==> src/hw/rtl/bdeq_pkg.sv <==
// ----------------------------------------------------------------------------
// Button debounce event queue package
// Request codes, button classification codes, register indexes and the
// command bundle that drives the event queue.
// ----------------------------------------------------------------------------
`timescale 1ns / 1ps

package bdeq_pkg;

    // Request carried by an input item
    typedef enum logic [1:0] {
        REQ_SAMPLE = 2'd0,
        REQ_POP    = 2'd1,
        REQ_CLEAR  = 2'd2,
        REQ_NONE   = 2'd3
    } t_req;

    // Configuration register indexes
    typedef enum logic [1:0] {
        CFG_ENABLED_MASK  = 2'd0,
        CFG_INVERT_LEVELS = 2'd1,
        CFG_LOCKOUT_MS    = 2'd2,
        CFG_UNUSED        = 2'd3
    } t_cfg_idx;

    // Per-button classification of a popped event
    localparam logic [1:0] CODE_PRESSED       = 2'd0;
    localparam logic [1:0] CODE_RELEASED      = 2'd1;
    localparam logic [1:0] CODE_STILL_PRESSED = 2'd2;
    localparam logic [1:0] CODE_STILL_RELEASED = 2'd3;

    localparam int unsigned LEVEL_W   = 8;
    localparam int unsigned CODES_W   = 16;
    localparam int unsigned TIME_W    = 32;
    localparam int unsigned LOCKOUT_W = 16;
    localparam int unsigned PENDING_W = 5;

    localparam logic [LEVEL_W-1:0]   ENABLED_RESET = 8'hFF;
    localparam logic [LOCKOUT_W-1:0] LOCKOUT_RESET = 16'd50;

    // Queue command for one step; at most one member is set
    typedef struct packed {
        logic push;
        logic pop;
        logic clear;
    } t_fifo_cmd;

endpackage

==> src/hw/rtl/bdeq_lane.sv <==
// ----------------------------------------------------------------------------
// Button debounce lane
// Holds the time of the last accepted change of one button and decides
// whether a new level may be accepted.
// ----------------------------------------------------------------------------
`timescale 1ns / 1ps

module bdeq_lane (
    input  logic                               i_clk,
    input  logic                               i_rst_n,
    input  logic                               i_use,
    input  logic                               i_level,
    input  logic                               i_old,
    input  logic [bdeq_pkg::TIME_W-1:0]        i_now,
    input  logic [bdeq_pkg::LOCKOUT_W-1:0]     i_lockout,
    input  logic                               i_commit,
    output logic                               o_change
);

    logic [bdeq_pkg::TIME_W-1:0] r_last;
    logic [bdeq_pkg::TIME_W-1:0] w_elapsed;

    // Wrapping difference handles timer rollover
    assign w_elapsed = i_now - r_last;
    assign o_change  = i_use && (i_level != i_old) &&
                       (w_elapsed >= {{(bdeq_pkg::TIME_W-bdeq_pkg::LOCKOUT_W){1'b0}},
                                      i_lockout});

    always_ff @(posedge i_clk) begin
        if (!i_rst_n) begin
            r_last <= '0;
        end else if (i_commit && o_change) begin
            r_last <= i_now;
        end
    end

endmodule

==> src/hw/rtl/bdeq_fifo.sv <==
// ----------------------------------------------------------------------------
// Button debounce event FIFO
// Circular queue of accepted level vectors with a registered, prefetched
// read of the head entry.
// ----------------------------------------------------------------------------
`timescale 1ns / 1ps

module bdeq_fifo #(
    parameter int unsigned DEPTH = 16
) (
    input  logic                               i_clk,
    input  logic                               i_rst_n,
    input  bdeq_pkg::t_fifo_cmd                i_cmd,
    input  logic [bdeq_pkg::LEVEL_W-1:0]       i_wdata,
    output logic [bdeq_pkg::LEVEL_W-1:0]       o_rdata,
    output logic                               o_empty,
    output logic                               o_full,
    output logic [$clog2(DEPTH+1)-1:0]         o_count_nxt
);

    localparam int unsigned AW = $clog2(DEPTH);
    localparam int unsigned CW = $clog2(DEPTH + 1);
    localparam logic [AW-1:0] LAST_SLOT = AW'(DEPTH - 1);
    localparam logic [CW-1:0] FULL_COUNT = CW'(DEPTH);

    logic [bdeq_pkg::LEVEL_W-1:0] mem [DEPTH];
    logic [bdeq_pkg::LEVEL_W-1:0] r_rdata;
    logic [AW-1:0] r_head, n_head;
    logic [AW-1:0] r_tail, n_tail;
    logic [CW-1:0] r_count, n_count;

    assign o_empty     = (r_count == '0);
    assign o_full      = (r_count == FULL_COUNT);
    assign o_rdata     = r_rdata;
    assign o_count_nxt = n_count;

    always_comb begin
        n_head  = r_head;
        n_tail  = r_tail;
        n_count = r_count;
        if (i_cmd.clear) begin
            n_head  = '0;
            n_tail  = '0;
            n_count = '0;
        end else if (i_cmd.push) begin
            n_tail  = (r_tail == LAST_SLOT) ? '0 : r_tail + 1'b1;
            n_count = r_count + 1'b1;
        end else if (i_cmd.pop) begin
            n_head  = (r_head == LAST_SLOT) ? '0 : r_head + 1'b1;
            n_count = r_count - 1'b1;
        end
    end

    always_ff @(posedge i_clk) begin
        if (!i_rst_n) begin
            r_head  <= '0;
            r_tail  <= '0;
            r_count <= '0;
        end else begin
            r_head  <= n_head;
            r_tail  <= n_tail;
            r_count <= n_count;
        end
    end

    // Prefetch the next head entry; forward a write to that same slot
    always_ff @(posedge i_clk) begin
        if (i_cmd.push) begin
            mem[r_tail] <= i_wdata;
        end
        if (i_cmd.push && (r_tail == n_head)) begin
            r_rdata <= i_wdata;
        end else begin
            r_rdata <= mem[n_head];
        end
    end

endmodule

==> src/hw/rtl/button_debounce_event_queue_unit.sv <==
// ----------------------------------------------------------------------------
// Button debounce event queue unit
// Debounces up to eight buttons with a per-button lockout time, queues every
// accepted level change unless full, and classifies queued events on pop.
//
// Usage:
//   Input channel (i_valid / o_ready) carries one request item: a pin sample
//   stamped with the millisecond time, a pop of the oldest event, or a clear.
//   Output channel (o_valid / i_ready) returns exactly one result item per
//   request, in order.
//   Each request passes through the input register, then the result
//   register, which holds its result item until the receiver takes it.
//   Throughput: one item per cycle while the receiver does not stall, set
//   by the single pass of lane compares and queue update between them.
//   The configuration port (i_cfg_we / i_cfg_idx / i_cfg_wdata) writes one
//   register per cycle, to be used only while the unit is idle (unchecked).
//   Reset (synchronous, active low) releases all buttons, zeroes the change
//   times, empties the queue and restores the register defaults.
//   When the receiver stalls, the result register holds its item and the
//   input register still takes one more item; after that o_ready drops.
// ----------------------------------------------------------------------------
`timescale 1ns / 1ps

module button_debounce_event_queue_unit #(
    parameter int unsigned BUTTON_COUNT = 8,
    parameter int unsigned QUEUE_DEPTH  = 16
) (
    input  logic                                  i_clk,
    input  logic                                  i_rst_n,
    // configuration
    input  logic                                  i_cfg_we,
    input  logic [1:0]                            i_cfg_idx,
    input  logic [bdeq_pkg::LOCKOUT_W-1:0]        i_cfg_wdata,
    // request channel
    input  logic                                  i_valid,
    output logic                                  o_ready,
    input  logic [1:0]                            i_req_type,
    input  logic [bdeq_pkg::LEVEL_W-1:0]          i_pin_levels,
    input  logic [bdeq_pkg::TIME_W-1:0]           i_now_ms,
    // result channel
    output logic                                  o_valid,
    input  logic                                  i_ready,
    output logic                                  o_event_valid,
    output logic [bdeq_pkg::CODES_W-1:0]          o_button_codes,
    output logic [bdeq_pkg::LEVEL_W-1:0]          o_accepted_levels,
    output logic [bdeq_pkg::PENDING_W-1:0]        o_events_pending,
    output logic                                  o_overflow
);

    localparam int unsigned CW = $clog2(QUEUE_DEPTH + 1);
    localparam logic [bdeq_pkg::LEVEL_W-1:0] BUTTON_MASK =
        bdeq_pkg::LEVEL_W'((9'd1 << BUTTON_COUNT) - 9'd1);

    // configuration registers
    logic [bdeq_pkg::LEVEL_W-1:0]   r_enabled;
    logic                           r_invert;
    logic [bdeq_pkg::LOCKOUT_W-1:0] r_lockout;

    // input register
    logic                           r_in_valid;
    bdeq_pkg::t_req                 r_in_req;
    logic [bdeq_pkg::LEVEL_W-1:0]   r_in_pins;
    logic [bdeq_pkg::TIME_W-1:0]    r_in_now;

    // debounce state
    logic [bdeq_pkg::LEVEL_W-1:0]   r_accepted, n_accepted;
    logic [bdeq_pkg::LEVEL_W-1:0]   r_popref,   n_popref;

    // result register
    logic                           r_out_valid;
    logic                           r_out_event;
    logic [bdeq_pkg::CODES_W-1:0]   r_out_codes;
    logic [bdeq_pkg::LEVEL_W-1:0]   r_out_levels;
    logic [bdeq_pkg::PENDING_W-1:0] r_out_pending;
    logic                           r_out_ovf;

    logic                           w_adv;
    logic                           w_take;
    logic                           w_go;
    logic [bdeq_pkg::LEVEL_W-1:0]   w_use;
    logic [bdeq_pkg::LEVEL_W-1:0]   w_pressed;
    logic [bdeq_pkg::LEVEL_W-1:0]   w_chg;
    logic [bdeq_pkg::LEVEL_W-1:0]   w_next;
    logic                           w_changed;
    logic                           w_pop_ok;
    logic                           w_ovf;
    logic [bdeq_pkg::CODES_W-1:0]   w_codes;
    bdeq_pkg::t_fifo_cmd            w_cmd;
    logic [bdeq_pkg::LEVEL_W-1:0]   w_head;
    logic                           w_empty;
    logic                           w_full;
    logic [CW-1:0]                  w_count_nxt;
    logic [CW+bdeq_pkg::PENDING_W-1:0] w_count_ext;

    // Advance the processing stage whenever the result register is free
    assign w_adv   = !r_out_valid || i_ready;
    assign o_ready = !r_in_valid || w_adv;
    assign w_take  = i_valid && o_ready;
    assign w_go    = w_adv && r_in_valid;

    // ---------------------------------------------------------------- config
    always_ff @(posedge i_clk) begin
        if (!i_rst_n) begin
            r_enabled <= bdeq_pkg::ENABLED_RESET;
            r_invert  <= 1'b0;
            r_lockout <= bdeq_pkg::LOCKOUT_RESET;
        end else if (i_cfg_we) begin
            unique case (bdeq_pkg::t_cfg_idx'(i_cfg_idx))
                bdeq_pkg::CFG_ENABLED_MASK:  r_enabled <= i_cfg_wdata[bdeq_pkg::LEVEL_W-1:0];
                bdeq_pkg::CFG_INVERT_LEVELS: r_invert  <= i_cfg_wdata[0];
                bdeq_pkg::CFG_LOCKOUT_MS:    r_lockout <= i_cfg_wdata;
                default: ;
            endcase
        end
    end

    // ---------------------------------------------------------- input stage
    always_ff @(posedge i_clk) begin
        if (!i_rst_n) begin
            r_in_valid <= 1'b0;
        end else if (w_take) begin
            r_in_valid <= 1'b1;
        end else if (w_adv) begin
            r_in_valid <= 1'b0;
        end
    end

    always_ff @(posedge i_clk) begin
        if (w_take) begin
            r_in_req  <= bdeq_pkg::t_req'(i_req_type);
            r_in_pins <= i_pin_levels;
            r_in_now  <= i_now_ms;
        end
    end

    // -------------------------------------------------------- debounce lanes
    assign w_use     = r_enabled & BUTTON_MASK;
    assign w_pressed = r_invert ? ~r_in_pins : r_in_pins;

    for (genvar g = 0; g < bdeq_pkg::LEVEL_W; g++) begin : g_lane
        if (g < BUTTON_COUNT) begin : g_used
            bdeq_lane u_lane (
                .i_clk     (i_clk),
                .i_rst_n   (i_rst_n),
                .i_use     (w_use[g]),
                .i_level   (w_pressed[g]),
                .i_old     (r_accepted[g]),
                .i_now     (r_in_now),
                .i_lockout (r_lockout),
                .i_commit  (w_go && (r_in_req == bdeq_pkg::REQ_SAMPLE)),
                .o_change  (w_chg[g])
            );
        end else begin : g_absent
            assign w_chg[g] = 1'b0;
        end
    end

    // Unused buttons drop to released in a new vector; others take the new
    // level only when their lane allows the change
    always_comb begin
        for (int i = 0; i < bdeq_pkg::LEVEL_W; i++) begin
            w_next[i] = w_use[i] && (w_chg[i] ? w_pressed[i] : r_accepted[i]);
        end
    end
    assign w_changed = |w_chg;

    // ------------------------------------------------------------ queue ctrl
    always_comb begin
        w_cmd      = '0;
        w_ovf      = 1'b0;
        w_pop_ok   = 1'b0;
        n_accepted = r_accepted;
        n_popref   = r_popref;
        if (w_go) begin
            unique case (r_in_req)
                bdeq_pkg::REQ_SAMPLE: begin
                    if (w_changed) begin
                        n_accepted = w_next;
                        w_cmd.push = !w_full;
                        w_ovf      = w_full;
                    end
                end
                bdeq_pkg::REQ_POP: begin
                    w_pop_ok  = !w_empty;
                    w_cmd.pop = !w_empty;
                    if (!w_empty) begin
                        n_popref = w_head;
                    end
                end
                bdeq_pkg::REQ_CLEAR: begin
                    w_cmd.clear = 1'b1;
                end
                default: ;
            endcase
        end
    end

    // Classify the head event against the previously popped vector
    always_comb begin
        w_codes = '0;
        for (int i = 0; i < bdeq_pkg::LEVEL_W; i++) begin
            if (w_pop_ok && (i < BUTTON_COUNT)) begin
                if (w_head[i] != r_popref[i]) begin
                    w_codes[2*i +: 2] = w_head[i] ? bdeq_pkg::CODE_PRESSED
                                                  : bdeq_pkg::CODE_RELEASED;
                end else begin
                    w_codes[2*i +: 2] = w_head[i] ? bdeq_pkg::CODE_STILL_PRESSED
                                                  : bdeq_pkg::CODE_STILL_RELEASED;
                end
            end
        end
    end

    bdeq_fifo #(
        .DEPTH (QUEUE_DEPTH)
    ) u_fifo (
        .i_clk       (i_clk),
        .i_rst_n     (i_rst_n),
        .i_cmd       (w_cmd),
        .i_wdata     (w_next),
        .o_rdata     (w_head),
        .o_empty     (w_empty),
        .o_full      (w_full),
        .o_count_nxt (w_count_nxt)
    );

    // Pending count after this update; its low five bits form the field
    assign w_count_ext = {{bdeq_pkg::PENDING_W{1'b0}}, w_count_nxt};

    always_ff @(posedge i_clk) begin
        if (!i_rst_n) begin
            r_accepted <= '0;
            r_popref   <= '0;
        end else begin
            r_accepted <= n_accepted;
            r_popref   <= n_popref;
        end
    end

    // --------------------------------------------------------- result stage
    always_ff @(posedge i_clk) begin
        if (!i_rst_n) begin
            r_out_valid <= 1'b0;
        end else if (w_adv) begin
            r_out_valid <= r_in_valid;
        end
    end

    always_ff @(posedge i_clk) begin
        if (w_go) begin
            r_out_event   <= w_pop_ok;
            r_out_codes   <= w_codes;
            r_out_levels  <= n_accepted;
            r_out_pending <= w_count_ext[bdeq_pkg::PENDING_W-1:0];
            r_out_ovf     <= w_ovf;
        end
    end

    assign o_valid           = r_out_valid;
    assign o_event_valid     = r_out_event;
    assign o_button_codes    = r_out_codes;
    assign o_accepted_levels = r_out_levels;
    assign o_events_pending  = r_out_pending;
    assign o_overflow        = r_out_ovf;

    // ------------------------------------------------------------ assertions
    a_no_push_when_full : assert property (@(posedge i_clk) disable iff (!i_rst_n)
        !(w_cmd.push && w_full))
        else $error("push issued into a full event queue");

    a_clear_empties : assert property (@(posedge i_clk) disable iff (!i_rst_n)
        (w_go && (r_in_req == bdeq_pkg::REQ_CLEAR)) |=> w_empty)
        else $error("queue not empty after clear");

    a_ovf_excl_event : assert property (@(posedge i_clk) disable iff (!i_rst_n)
        o_valid |-> !(o_overflow && o_event_valid))
        else $error("overflow and popped event in one result");

    a_pop_needs_entry : assert property (@(posedge i_clk) disable iff (!i_rst_n)
        w_cmd.pop |-> !w_empty)
        else $error("pop from an empty event queue");

endmodule
==> config.mk <==
export PLATFORM = sky130hd
export DESIGN_NAME = button_debounce_event_queue_unit
export DESIGN_NICKNAME = d
export VERILOG_FILES = /design/src/hw/rtl/bdeq_pkg.sv /design/src/hw/rtl/bdeq_lane.sv /design/src/hw/rtl/bdeq_fifo.sv /design/src/hw/rtl/button_debounce_event_queue_unit.sv
export SDC_FILE = /design/constraint.sdc
export NUM_CORES = 1
export LEC_CHECK = 0
export ABC_AREA = 1
export BUFFER_PORTS_ARGS = -buffer_cell sky130_fd_sc_hd__buf_2
export CAP_MARGIN = 20
export CORE_ASPECT_RATIO = 0.75
export CORE_MARGIN = 5
export CORE_UTILIZATION = 62
export DETAILED_ROUTE_END_ITERATION = 16
export GPL_TIMING_DRIVEN = 0
export PLACE_DENSITY = 0.85
export SLEW_MARGIN = 15
export SYNTH_ARGS = -nofsm -noshare
export SYNTH_HDL_FRONTEND = slang
export SYNTH_HIERARCHICAL = 1
export SYNTH_SLANG_ARGS = --single-unit
==> constraint.sdc <==
create_clock -name i_clk -period 6.2 [get_ports i_clk]
set_input_delay 0.62 -clock i_clk [delete_from_list [all_inputs] [get_ports i_clk]]
set_output_delay 0.62 -clock i_clk [all_outputs]
set_load 0.03 [all_outputs]
==> results.py <==
metrics = {
    "routing": {
        "wl_per_cell_um": 16.55,
        "drtIter0Drc": 5224,
        "ant_nets": 0,
        "drt-total-wl_mm": 156.5,
        "vias": 49796,
        "drc": 0,
        "vias_per_cell": 5.267,
        "firstDrtPassIters": 6,
    },
    "grt": {
        "grt_pass1_vias": 44653,
        "overflow": 0,
        "grt_max_degree": 39,
        "grt_first_pass_wirelength_mm": 239.0,
        "grt.total_usage_pct": 35.88,
        "antenna_found_initial": 9,
    },
    "layout": {
        "fin_area_mm2": 0.05279,
        "syn_to_final_growth_pct": 9.955,
        "multi_input_area_mm2": 0.02664,
        "final_common_cell": "nand2_1",
        "nets": 8823,
        "seqCellArea_mm2": 0.01236,
        "drive_gt1_share_pct": 5.491,
        "layout_common_cells": "2,905 x nand2_1, 1,929 x inv_1, 761 x nor2_1",
        "fillerInstances": 6947,
    },
    "clocking": {
        "ctsHoldBuffers": 0,
        "ctsHtreeMaxLevel": 2,
        "clk_pin_slew_ns": 0.07,
        "ctsRootBufferMaster": "clkbuf_16",
        "cts_sinks": 517,
        "cts_tree": "yes",
        "insertion_delay_ns": 0.65,
        "cts_buffers": 55,
        "clock_path_buffers": 3,
    },
    "logic_synthesis": {
        "yosys-top-cells-area": "nand2_1 23%, inv_1 15%, dfxtp_1 13%",
        "async_reset_ff_share_pct": 0,
        "syn_avg_cell_area_um2": 5.886,
        "yosysSeqAreaShare_pct": 25.75,
        "yosysTopAreaCellShare_pct": 22.71,
        "synth_top_area_cell": "nand2_1",
        "synth_edf_count": 201,
        "syn-cell-area_mm2": 0.04801,
        "synth-main-ff-cell": "dfxtp_1",
        "synth_nets": 8613,
        "synthCells": 8157,
        "ys_ff_latch": 517,
        "yosysWarnings": 6,
        "ys_types": 40,
    },
    "timing": {
        "worstMarginPinSlew_ns": 1.231,
        "finalCritPeriodShare_pct": 99.30,
        "report.final.slew_viol_count": 0,
        "period_minus_slack_ns": 6.156,
        "grt_setup_unrepaired": "yes",
        "finalHoldViolations": 0,
        "max_slew_margin_pct": 17.81,
        "setup_slack_ns": 0.04365,
        "final-setup-viol-count": 0,
        "holdWs_ns": 0.1366,
        "setup-tns-final_ns": 0,
        "skew_ns": 0.04340,
        "max_freq_ghz": 0.1624,
    },
    "floorplan": {
        "fp-row-count": 88,
        "die_area_mm2": 0.08316,
        "initial_core_util_pct": 62.47,
        "io_pins": 98,
        "core_area_mm2": 0.07685,
        "die_width_um": 331.3,
        "die_y_um": 251.0,
    },
    "run": {
        "maxCapViolations": 0,
    },
    "power_and_ir_drop": {
        "powerDensity_mw_per_mm2": 194.6,
        "vdd_drop_max_v": 0.0002378,
        "p_leak_nw": 30.78,
        "total_power_mw": 10.27,
    },
    "place": {
        "place.gp.congestion": 0.9946,
        "port_buffers": 97,
        "dpl_cell_area_mm2": 0.05063,
        "dp_hpwl_mm": 121.4,
        "post-place-ws_ns": -0.7612,
    },
    "setup_path": {
        "worstPathRequired_ns": 6.49,
        "cp-start-kind": "flop",
        "end_kind": "flop",
        "critPathMaxFanout": 10,
        "cp.arrival_ns": 6.45,
        "cp_slowest_stage_delay_ns": 0.89,
        "cp_common_cell": "nand2_1",
        "critical_path_class": "flop to flop",
        "slowest_stage": "edfxtp_1",
    },
    "run_status": {
        "status": "finished, final reports clean",
    },
    "worst_hold_path": {
        "hold_class": "primary input to flop",
    },
}
## metrics by stage
stage	util [%]	std cells
after floorplan	-	8157
after global placement	64.79	9289
after detailed placement	65.88	9330
after CTS	68.52	9442
after global routing	68.69	9454
final	68.69	9455
## final timing paths
check,from,to,slack [ns],cells after the start
hold / removal,i_now_ms[26],r_in_now[26]$_DFFE_PP_,0.14,1
hold reg to reg,g_lane[7].g_used.u_lane/r_last[17]$_SDFFE_PN0P_,g_lane[7].g_used.u_lane/r_last[17]$_SDFFE_PN0P_,0.51,4
setup reg to reg,r_in_now[8]$_DFFE_PP_,u_fifo/mem[2][2]$_DFFE_PP_,0.04,28
setup / recovery,r_in_now[8]$_DFFE_PP_,u_fifo/mem[2][2]$_DFFE_PP_,0.04,28
## repair_timing
| action | CTS | global route |
|---|---|---|
| setup endpoints to repair | 143 | 134 |
| resized for setup | 14 | 11 |
| buffers inserted | 8 | 5 |
## final cells by class
type	instances	share of cell area, %
clock buffer	66	2.780
inverter	2127	15.12
tap	1035	2.453
timing repair buffer	153	2.832
sequential	517	23.42
buffer	161	2.038
antenna	6	0.02844
multi-input combinational	5352	50.46
clock inverter	38	0.8627
## synthesized netlist by cell type, types with 60 or more instances
master,number
ha_1,383
nand2_1,2905
nand3_1,354
inv_1,1930
nor2_1,778
clkbuf_1,60
a21oi_1,206
edfxtp_1,201
dfxtp_1,316
clkinv_1,168
nand4_1,320
xor2_1,114
## worst max-delay path, delay by kind of cell (launching register included)
| kind | cells | cell delay, ns |
|---|---|---|
| simple gates | 17 | 2.59 |
| flops | 1 | 0.89 |
| buf+inv | 6 | 0.77 |
| compound gates | 2 | 0.71 |
| fa+ha+maj | 2 | 0.58 |
| xor+xnor | 1 | 0.24 |
## sequential cells by signal (all words and copies together), names as in the netlist, 2 cells and up, named ones only
signal / count
g_lane.g_used.u_lane/r_last: 256
o_accepted_levels: 8
o_button_codes: 16
o_events_pending: 5
r_accepted: 8
r_enabled: 8
r_in_now: 32
r_in_pins: 8
r_in_req: 2
r_lockout: 16
r_popref: 8
u_fifo/mem: 128
u_fifo/r_count: 5
u_fifo/r_head: 4
u_fifo/r_tail: 4
## logic make-up after synthesis
logic type	synth area share [%]
AO/OA/AOI/OAI	3.440
XOR/XNOR	2.371
adder cells (fa/ha/maj)	10.31
buffers and inverters	18.87
flip-flops	25.75
AND/OR/NAND/NOR	39.26
## routing by layer
layer	part of all wire, %	vias to the layer above	global-route usage, %
met2	40	2395	52.88
met4	4.5	4	14.71
li1	-	24860	-
met5	0.017	-	0
met3	13	410	7.792
met1	43	22127	51.18
## where the power goes
part	switching, mW	internal [mW]	leakage, nW
registers	0.122	3.64	4.43
clock network	1.51	2.03	0.926
logic	1.98	0.985	25.4
total	3.61	6.66	30.8
Note: power is estimated with default switching activity, not from simulation.
